File: config.mk
export PLATFORM = sky130hd
export DESIGN_NAME = tdma_frame_clock_sync
export DESIGN_NICKNAME = d
export VERILOG_FILES = /design/src/sv/tfcs_pkg.sv /design/src/sv/tfcs_divider.sv /design/src/sv/tdma_frame_clock_sync.sv
export VERILOG_INCLUDE_DIRS = /design/src /design/src/sv
export SDC_FILE = /design/constraint.sdc
export NUM_CORES = 2
export LEC_CHECK = 0
export ABC_AREA = 0
export BUFFER_PORTS_ARGS = -buffer_cell sky130_fd_sc_hd__buf_2
export CORE_MARGIN = 2
export CORE_UTILIZATION = 45
export DETAILED_ROUTE_END_ITERATION = 6
export PLACE_DENSITY_LB_ADDON = 0.12
export SLEW_MARGIN = 10
export SYNTH_ARGS = -nofsm -noshare
export SYNTH_HDL_FRONTEND = slang
export SYNTH_SLANG_ARGS = --single-unit
File: constraint.sdc
create_clock -name clk -period 8 [get_ports clk]
set_input_delay 0.8 -clock clk [delete_from_list [all_inputs] [get_ports clk]]
set_output_delay 0.8 -clock clk [all_outputs]
set_load 0.01 [all_outputs]
File: src/sv/tdma_frame_clock_sync_defines.svh
// Assertion macros shared by the TDMA frame clock RTL.
// Included by modules that carry concurrent checks; no other dependencies.
`ifndef TDMA_FRAME_CLOCK_SYNC_DEFINES_SVH
`define TDMA_FRAME_CLOCK_SYNC_DEFINES_SVH

// Same-cycle implication, disabled during reset.
`define TFCS_ASSERT_NOW(label, clk, rst_n, ante, cons, msg) \
    label: assert property (@(posedge clk) disable iff (!rst_n) (ante) |-> (cons)) \
        else $error(msg);

// Next-cycle implication, disabled during reset.
`define TFCS_ASSERT_NEXT(label, clk, rst_n, ante, cons, msg) \
    label: assert property (@(posedge clk) disable iff (!rst_n) (ante) |=> (cons)) \
        else $error(msg);

`endif

File: src/sv/tfcs_pkg.sv
// Package for the TDMA frame clock: constants, register indexes, sequencer states
// and the control/status structs between the sequencer and the divider.
// No dependencies.
package tfcs_pkg;

    localparam int unsigned TIME_W = 64;
    localparam int unsigned CFG_W  = 24;
    localparam int unsigned CNT_W  = 7;

    // Register reset values
    localparam logic [CFG_W-1:0] FRAME_PERIOD_RST = 24'd100000;
    localparam logic [CFG_W-1:0] SLOT_LENGTH_RST  = 24'd20000;
    localparam logic [CFG_W-1:0] GUARD_LENGTH_RST = 24'd2000;

    // Register indexes
    localparam logic [1:0] REG_FRAME_PERIOD = 2'd0;
    localparam logic [1:0] REG_SLOT_LENGTH  = 2'd1;
    localparam logic [1:0] REG_GUARD_LENGTH = 2'd2;

    // Item kinds
    localparam logic KIND_BEACON = 1'b0;
    localparam logic KIND_QUERY  = 1'b1;

    localparam logic [7:0] NO_SLOT = 8'hff;

    // Divider pass lengths in bits
    localparam logic [CNT_W-1:0] DIV_BITS_WIDE   = 7'd64;
    localparam logic [CNT_W-1:0] DIV_BITS_NARROW = 7'd24;

    // Sequencer states
    typedef enum logic [10:0] {
        ST_IDLE = 11'b000_0000_0001,
        ST_LOCK = 11'b000_0000_0010,
        ST_EXP  = 11'b000_0000_0100,
        ST_ERR  = 11'b000_0000_1000,
        ST_DIV8 = 11'b000_0001_0000,
        ST_OFS  = 11'b000_0010_0000,
        ST_FS   = 11'b000_0100_0000,
        ST_CMP  = 11'b000_1000_0000,
        ST_D1   = 11'b001_0000_0000,
        ST_D2S  = 11'b010_0000_0000,
        ST_D2   = 11'b100_0000_0000
    } tfcs_state_t;

    typedef struct packed {
        logic start;
        logic wide;     // 1: 64-bit dividend, 0: dividend fits in 24 bits
    } tfcs_div_ctrl_t;

    typedef struct packed {
        logic busy;
        logic done;     // one-cycle pulse, results valid from this cycle on
    } tfcs_div_stat_t;

endpackage

File: src/sv/tfcs_divider.sv
// Shared restoring divider: 64-bit (or 24-bit) dividend by a 24-bit divisor,
// one quotient bit per cycle. Depends on tfcs_pkg.
module tfcs_divider (
    input  logic                    clk,
    input  logic                    rst_n,
    input  tfcs_pkg::tfcs_div_ctrl_t ctrl,
    input  logic [63:0]             dividend,
    input  logic [23:0]             divisor,
    output tfcs_pkg::tfcs_div_stat_t stat,
    output logic [63:0]             quotient,
    output logic [23:0]             remainder
);
    import tfcs_pkg::*;

    logic [63:0]      q_reg;
    logic [23:0]      rem_reg;
    logic [23:0]      dvs_reg;
    logic [CNT_W-1:0] cnt_reg;
    logic             busy_reg;
    logic             done_reg;

    logic [24:0] rem_shift;
    logic        ge;
    logic [24:0] rem_sub;

    // One restoring step
    assign rem_shift = {rem_reg, q_reg[63]};
    assign ge        = rem_shift >= {1'b0, dvs_reg};
    assign rem_sub   = rem_shift - {1'b0, dvs_reg};

    // Control: counter, busy and done pulse
    always_ff @(posedge clk or negedge rst_n)
    begin
        if (!rst_n)
        begin
            busy_reg <= 1'b0;
            done_reg <= 1'b0;
            cnt_reg  <= '0;
        end
        else
        begin
            done_reg <= 1'b0;
            if (ctrl.start)
            begin
                busy_reg <= 1'b1;
                cnt_reg  <= ctrl.wide ? DIV_BITS_WIDE : DIV_BITS_NARROW;
            end
            else if (busy_reg)
            begin
                cnt_reg <= cnt_reg - CNT_W'(1);
                if (cnt_reg == 7'd1)
                begin
                    busy_reg <= 1'b0;
                    done_reg <= 1'b1;
                end
            end
        end
    end

    // Datapath: narrow dividends are left-aligned so only 24 steps are needed
    always_ff @(posedge clk)
    begin
        if (ctrl.start)
        begin
            q_reg   <= ctrl.wide ? dividend : {dividend[23:0], 40'd0};
            rem_reg <= '0;
            dvs_reg <= divisor;
        end
        else if (busy_reg)
        begin
            q_reg   <= {q_reg[62:0], ge};
            rem_reg <= ge ? rem_sub[23:0] : rem_shift[23:0];
        end
    end

    assign stat.busy = busy_reg;
    assign stat.done = done_reg;
    assign quotient  = q_reg;
    assign remainder = rem_reg;

endmodule

File: src/sv/tdma_frame_clock_sync.sv
// TDMA frame clock top level. A locked query uses the shared divider: 64 steps of frame
// reduction, 24 of slot division; a query while unlocked or before the frame start skips
// it. A beacon passes LOCK if unlocked, else EXP, ERR, DIV8, OFS, FS. Zero frame period:
// one 64-step pass; zero slot length: no slot pass. The next transaction is accepted
// once the result is in the output register. Async active-low reset: unlocked, clock
// zeroed, registers at defaults. Depends on tfcs_pkg, tfcs_divider, the defines file.
`include "tdma_frame_clock_sync_defines.svh"

module tdma_frame_clock_sync (
    input  logic        clk,
    input  logic        rst_n,
    // configuration
    input  logic        cfg_we,
    input  logic [1:0]  cfg_index,
    input  logic [23:0] cfg_data,
    // input channel
    input  logic        in_valid,
    output logic        in_stall,
    input  logic        kind,
    input  logic [15:0] beacon_frame,
    input  logic signed [63:0] time_us,
    input  logic [7:0]  query_slot,
    // output channel
    output logic        out_valid,
    input  logic        out_stall,
    output logic [7:0]  current_slot,
    output logic        in_guard,
    output logic signed [63:0] slot_start,
    output logic        is_locked,
    output logic [15:0] frame_number
);
    import tfcs_pkg::*;

    tfcs_state_t state_reg, state_next;

    logic [23:0] frame_period_reg;
    logic [23:0] slot_length_reg;
    logic [23:0] guard_length_reg;

    logic [63:0] frame_start_reg;
    logic [63:0] sync_offset_reg;
    logic [15:0] stored_frame_reg;
    logic        locked_reg;

    logic        kind_reg;
    logic [15:0] bframe_reg;
    logic [63:0] time_reg;
    logic [7:0]  qslot_reg;

    logic [63:0] tmp_reg;
    logic [31:0] prod_reg;
    logic [63:0] elapsed_reg;
    logic [7:0]  cur_reg;
    logic        guard_reg;
    logic        fin_reg;

    logic        out_valid_reg;
    logic [7:0]  out_slot_reg;
    logic        out_guard_reg;
    logic [63:0] out_start_reg;
    logic        out_locked_reg;
    logic [15:0] out_frame_reg;

    tfcs_div_ctrl_t div_ctrl;
    tfcs_div_stat_t div_stat;
    logic [63:0]    div_dividend;
    logic [23:0]    div_divisor;
    logic [63:0]    div_quot;
    logic [23:0]    div_rem;

    logic        in_acc;
    logic        out_free;
    logic        before_start;
    logic [63:0] diff;
    logic [63:0] err_bias;
    logic        guard_calc;

    assign in_acc   = in_valid && !in_stall;
    assign out_free = !out_valid_reg || !out_stall;
    assign in_stall = (state_reg != ST_IDLE) || fin_reg;

    assign before_start = $signed(time_reg) < $signed(frame_start_reg);
    assign diff         = time_reg - frame_start_reg;
    assign err_bias     = tmp_reg + {61'd0, {3{tmp_reg[63]}}};
    assign guard_calc   = (guard_length_reg >= slot_length_reg) ||
                          (div_rem >= (slot_length_reg - guard_length_reg));

    // Divider requests
    always_comb
    begin
        div_ctrl.start = 1'b0;
        div_ctrl.wide  = 1'b1;
        div_dividend   = diff;
        div_divisor    = frame_period_reg;
        if (state_reg == ST_CMP)
        begin
            div_ctrl.start = locked_reg && !before_start && (frame_period_reg != 24'd0);
        end
        else if (state_reg == ST_D2S)
        begin
            div_ctrl.start = slot_length_reg != 24'd0;
            div_ctrl.wide  = frame_period_reg == 24'd0;
            div_dividend   = elapsed_reg;
            div_divisor    = slot_length_reg;
        end
    end

    tfcs_divider u_div (
        .clk       (clk),
        .rst_n     (rst_n),
        .ctrl      (div_ctrl),
        .dividend  (div_dividend),
        .divisor   (div_divisor),
        .stat      (div_stat),
        .quotient  (div_quot),
        .remainder (div_rem)
    );

    // Sequencer next state
    always_comb
    begin
        state_next = state_reg;
        unique case (state_reg)
            ST_IDLE:
            begin
                if (in_acc)
                begin
                    if (kind == KIND_QUERY)
                        state_next = ST_CMP;
                    else if (locked_reg)
                        state_next = ST_EXP;
                    else
                        state_next = ST_LOCK;
                end
            end
            ST_LOCK: state_next = ST_CMP;
            ST_EXP:  state_next = ST_ERR;
            ST_ERR:  state_next = ST_DIV8;
            ST_DIV8: state_next = ST_OFS;
            ST_OFS:  state_next = ST_FS;
            ST_FS:   state_next = ST_CMP;
            ST_CMP:
            begin
                if (!locked_reg || before_start)
                    state_next = ST_IDLE;
                else if (frame_period_reg == 24'd0)
                    state_next = ST_D2S;
                else
                    state_next = ST_D1;
            end
            ST_D1:
            begin
                if (div_stat.done)
                    state_next = ST_D2S;
            end
            ST_D2S:
            begin
                if (slot_length_reg == 24'd0)
                    state_next = ST_IDLE;
                else
                    state_next = ST_D2;
            end
            ST_D2:
            begin
                if (div_stat.done)
                    state_next = ST_IDLE;
            end
            default: state_next = ST_IDLE;
        endcase
    end

    // Configuration registers
    always_ff @(posedge clk or negedge rst_n)
    begin
        if (!rst_n)
        begin
            frame_period_reg <= FRAME_PERIOD_RST;
            slot_length_reg  <= SLOT_LENGTH_RST;
            guard_length_reg <= GUARD_LENGTH_RST;
        end
        else if (cfg_we)
        begin
            unique case (cfg_index)
                REG_FRAME_PERIOD: frame_period_reg <= cfg_data;
                REG_SLOT_LENGTH:  slot_length_reg  <= cfg_data;
                REG_GUARD_LENGTH: guard_length_reg <= cfg_data;
                default:          ;
            endcase
        end
    end

    // Sequencer and clock state
    always_ff @(posedge clk or negedge rst_n)
    begin
        if (!rst_n)
        begin
            state_reg        <= ST_IDLE;
            frame_start_reg  <= '0;
            sync_offset_reg  <= '0;
            stored_frame_reg <= '0;
            locked_reg       <= 1'b0;
            fin_reg          <= 1'b0;
        end
        else
        begin
            state_reg <= state_next;
            if (fin_reg && out_free)
                fin_reg <= 1'b0;
            unique case (state_reg)
                ST_LOCK:
                begin
                    frame_start_reg  <= time_reg;
                    sync_offset_reg  <= '0;
                    stored_frame_reg <= bframe_reg;
                    locked_reg       <= 1'b1;
                end
                ST_OFS:  sync_offset_reg <= sync_offset_reg + tmp_reg;
                ST_FS:
                begin
                    frame_start_reg  <= time_reg - sync_offset_reg;
                    stored_frame_reg <= bframe_reg;
                end
                ST_CMP:
                begin
                    if (!locked_reg || before_start)
                        fin_reg <= 1'b1;
                end
                ST_D2S:
                begin
                    if (slot_length_reg == 24'd0)
                        fin_reg <= 1'b1;
                end
                ST_D2:
                begin
                    if (div_stat.done)
                        fin_reg <= 1'b1;
                end
                default: ;
            endcase
        end
    end

    // Item and scratch datapath
    always_ff @(posedge clk)
    begin
        if (in_acc)
        begin
            kind_reg   <= kind;
            bframe_reg <= beacon_frame;
            time_reg   <= time_us;
            qslot_reg  <= query_slot;
        end
        unique case (state_reg)
            ST_EXP:  tmp_reg <= frame_start_reg + {40'd0, frame_period_reg};
            ST_ERR:  tmp_reg <= time_reg - tmp_reg;
            // truncating divide by eight: bias negatives by seven, then shift
            ST_DIV8: tmp_reg <= {{3{err_bias[63]}}, err_bias[63:3]};
            ST_CMP:
            begin
                prod_reg    <= {24'd0, qslot_reg} * {8'd0, slot_length_reg};
                elapsed_reg <= diff;
                cur_reg     <= NO_SLOT;
                guard_reg   <= 1'b1;
            end
            ST_D1:
            begin
                if (div_stat.done)
                    elapsed_reg <= {40'd0, div_rem};
            end
            ST_D2:
            begin
                if (div_stat.done)
                begin
                    cur_reg   <= div_quot[7:0];
                    guard_reg <= guard_calc;
                end
            end
            default: ;
        endcase
    end

    // Output register
    always_ff @(posedge clk or negedge rst_n)
    begin
        if (!rst_n)
            out_valid_reg <= 1'b0;
        else if (fin_reg && out_free)
            out_valid_reg <= 1'b1;
        else if (out_valid_reg && !out_stall)
            out_valid_reg <= 1'b0;
    end

    always_ff @(posedge clk)
    begin
        if (fin_reg && out_free)
        begin
            out_slot_reg   <= cur_reg;
            out_guard_reg  <= guard_reg;
            out_start_reg  <= frame_start_reg + {32'd0, prod_reg};
            out_locked_reg <= locked_reg;
            out_frame_reg  <= stored_frame_reg;
        end
    end

    assign out_valid    = out_valid_reg;
    assign current_slot = out_slot_reg;
    assign in_guard     = out_guard_reg;
    assign slot_start   = out_start_reg;
    assign is_locked    = out_locked_reg;
    assign frame_number = out_frame_reg;

    // Checks
    `TFCS_ASSERT_NOW(a_idle_div_quiet, clk, rst_n, !in_stall, !div_stat.busy,
        "divider busy while accepting")
    `TFCS_ASSERT_NEXT(a_lock_sticky, clk, rst_n, locked_reg, locked_reg,
        "lock dropped")
    `TFCS_ASSERT_NOW(a_done_expected, clk, rst_n, div_stat.done,
        (state_reg == ST_D1) || (state_reg == ST_D2), "unexpected divider done")
    `TFCS_ASSERT_NOW(a_unlocked_result, clk, rst_n, out_valid_reg && !out_locked_reg,
        out_guard_reg && (out_slot_reg == NO_SLOT), "unlocked result not flagged")
    `TFCS_ASSERT_NEXT(a_beacon_path, clk, rst_n,
        (state_reg == ST_EXP) && (kind_reg == KIND_BEACON), state_reg == ST_ERR,
        "beacon sequence broken")

endmodule

==> metrics.md <==
| Metric | Value |
|---|---|
| RSZ-0062 raised after global routing | `no` |
| Drt via density | `just under 6` |
| Top-count cell post-synth | `nand2_1` |
| Row count | `between 100 and 150` |
| Synth Cell Area | `0.05620 sq mm` |
| FFs w/ async S/R, synth | `0.3424` |
| Initial antenna violation count | `8` |
| Final period utilization | `0.8344` |
| Worst R2R Path Depth | `20` |
| Area leader, netlist | `edfxtp_1` |
| Syn Inst Count | `6106` |
| Post-detail-place hpwl | `roughly 150000 um` |
| First-pass GRT wire length | `287200 um` |
| RePlAce Congestion | `0.9886` |
| Top cell type's share of synthesized area | `0.2324` |
| Power per cell area | `478.1 mW/mm^2` |
| Worst Path Required | `8.46 ns` |
| Seq/Total Area, Yosys | `0.3478` |
| Slew headroom | `0.2262` |
| CP max FO | `24` |
| Final hold vios | `0` |
| Max incr delay on CP | `0.98 ns` |
| Most instantiated cells after synthesis | `567 x nand2_1, 508 x inv_1, 437 x ha_1, 435 x edfxtp_1, 432 x a21oi_1` |
| Highest Clock Rate | `149.8 MHz` |
| Starting Density | `0.4539` |
| Largest net degree at the start of global routing | `97` |
| Clock skew | `0.07060 ns` |
| Top cells by area, synth | `edfxtp_1 23%, dfrtp_1 9.8%, ha_1 9.7%` |
| CTS tree | `yes` |
| H-tree depth | `3` |
| # DRC | `0` |
| Power Total | `about 30 mW` |
| Fin nets | `roughly 6900` |
| CTS Buffer Depth | `3` |
| Global-route usage over all layers | `0.2980` |
| Tightest Pin Transition | `1.150 ns` |
| Global route total overflow | `0` |
| Count of buffers from port buffering | `211` |
| Max_cap viols | `0` |
| Cts repair resizes | `0` |
| Clock Sink Count | `698` |
| CTS clk-pin slew, worst paths | `0.06 ns` |
| Vias post-DR | `about 47000` |
| Syn. warnings | `0` |
| CP arrival | `about 7.1 ns` |
| Final Core Density | `0.4986` |
| Vias in the first global route | `roughly 45000` |
| Tmin final | `around 6.7 ns` |
| Type of the tightest min-delay check | `in2async` |
| Core Area | `0.1238 sq mm` |
| Kind of critical path | `reg2reg` |
| Die ar. | `0.1277 sq mm` |
| Die Width | `357.4 um` |
| Post-Synthesis Net Count | `a little under 7000` |
| Setup tns final | `0 ns` |
| Area delta synth->final | `9.830%` |
| EDFF count, synth | `~440` |
| P_leak | `roughly 26 nW` |
| Worst Setup Start Kind | `flip-flop` |
| Drt pass-1 iters | `5` |
| Critical Path End Type | `flip-flop` |
| Yosys reg bits | `698` |
| Num CTS Buffers | `86` |
| Drt total wl | `192400 um` |
| Later-pin clock latency in the skew report | `0.76 ns` |
| Share of cells above drive strength 1 | `0.1033` |
| Postcts setup bufs | `0` |
| WL per Instance | `roughly 24 um` |
| Outcome | `finished, final reports clean` |
| Worst VDD drop | `0.0007613 V` |
| CTS root buf | `clkbuf_16` |
| Final setup fails | `0` |
| Cell mode on critical path | `fa_1` |
| Io pins | `212` |
| CP max stage cell | `edfxtp_1` |
| Post-CTS Hold Buffers | `0` |
| Initial DRC Count | `around 4400` |
| Antenna-violating nets left | `0` |
| Cell Chain, Critical Path | `and2_1, fa_1, fa_1, fa_1, inv_1, fa_1, inv_1, ha_1, a21o_1, a21oi_1, nor2b_1, o41ai_2, a31oi_1, a2111oi_0, nor4_1, a311o_1, o41ai_2, o21bai_1, a21oi_1, xnor2_1` |
| Top FF cell, synth | `edfxtp_1` |
| Die Y | `357.4 um` |
| Final Max Slew Viols | `0` |
| Synth cell types | `110` |
| Avg Cell Area, Syn | `9.203 sq um` |
## logic make-up (layout without fill, tap and decap cells)
| kind of cell | after synthesis | in the layout | synth area share |
|---|---|---|---|
| AO/OA/AOI/OAI | 1594 | 1594 | 0.1877 |
| XOR/XNOR | 470 | 470 | 0.07325 |
| adder cells (fa/ha/maj) | 577 | 577 | 0.1472 |
| buffers and inverters | 776 | 935 | 0.05310 |
| flip-flops | 698 | 698 | 0.3478 |
| multiplexers | 185 | 185 | 0.03527 |
| other | 0 | 1 | 0 |
| AND/OR/NAND/NOR | 1806 | 1806 | 0.1557 |
## final cells by class
cell class              count  area (sq um)
diodes                      1         2.502
multi-input cells        4632         33770
repair buffers            259          1439
inverters                 514          1933
well taps                1637          2048
fillers                 11680         62080
flip-flops and latches    698         19550
clock inverters            52         650.6
clock buffers             110          2333
## worst max-delay path: cells and delay by family, from the launching register on
family / cells / cell delay [ns]
buffers and inverters: 2 / 0.09
flip-flops: 1 / 0.98
adder cells (fa/ha/maj): 5 / 2.29
AO/OA/AOI/OAI: 9 / 2.46
AND/OR/NAND/NOR: 3 / 0.49
XOR/XNOR: 1 / 0.08
## where the power goes
group / internal (mW) / switching, mW / leakage [nW]
sequential: 5.63 / 1.32 / 7.20
clock: 2.34 / 1.79 / 1.42
combinational: 7.31 / 11.1 / 17.2
## routing by layer
layer | vias to the layer above | track usage | routed length [um] | part of all wire
met5 | - | 0 | 13 | 0.000068
met4 | 2 | 0.1058 | 7406 | 0.038
met3 | 309 | 0.04026 | 11780 | 0.061
met2 | 1544 | 0.4720 | 86660 | 0.45
met1 | 22940 | 0.4170 | 86520 | 0.45
li1 | 21910 | - | - | -
## path summary, 6_finish.rpt
kind | from | slack [ns] | endpoint
setup / recovery | qslot_reg[3] | 1.33 | prod_reg[30]
hold / removal | rst_n | 0.04 | stored_frame_reg[4]
setup reg to reg | qslot_reg[3] | 1.33 | prod_reg[30]
hold reg to reg | cur_reg[5] | 0.42 | current_slot[5]
max in group asynchronous | rst_n | 6.34 | frame_period_reg[11]
min in group clk | time_us[29] | 0.21 | time_reg[29]
## layout by cell type (no fill, tap or decap), types with 125 or more instances in the layout
| cell type | Yosys | routed |
|---|---|---|
| a21oi_1 | 432 | 432 |
| nand2_1 | 567 | 566 |
| a21o_1 | 234 | 234 |
| o21ai_0 | 334 | 333 |
| dfrtp_1 | 221 | 221 |
| xnor2_1 | 345 | 345 |
| and2_1 | 173 | 173 |
| inv_1 | 508 | 507 |
| nor2_1 | 424 | 418 |
| buf_2 | 17 | 210 |
| ha_1 | 437 | 437 |
| edfxtp_1 | 435 | 435 |
| fa_1 | 140 | 140 |
| xor2_1 | 125 | 125 |
## metrics by stage
stage	worst slack, ns	hold slack, ns	instance area [sq um]	std cells
floorplan	1.588	0.4003	56200	6106
global placement	1.401	0.4040	58730	7740
detailed placement	1.300	0.4080	58730	7740
CTS	1.283	0.1045	61720	7902
global route	0.8095	0.09673	61720	7902
finish	1.325	0.04376	61720	7903
Power figures use the tool's default switching activity.
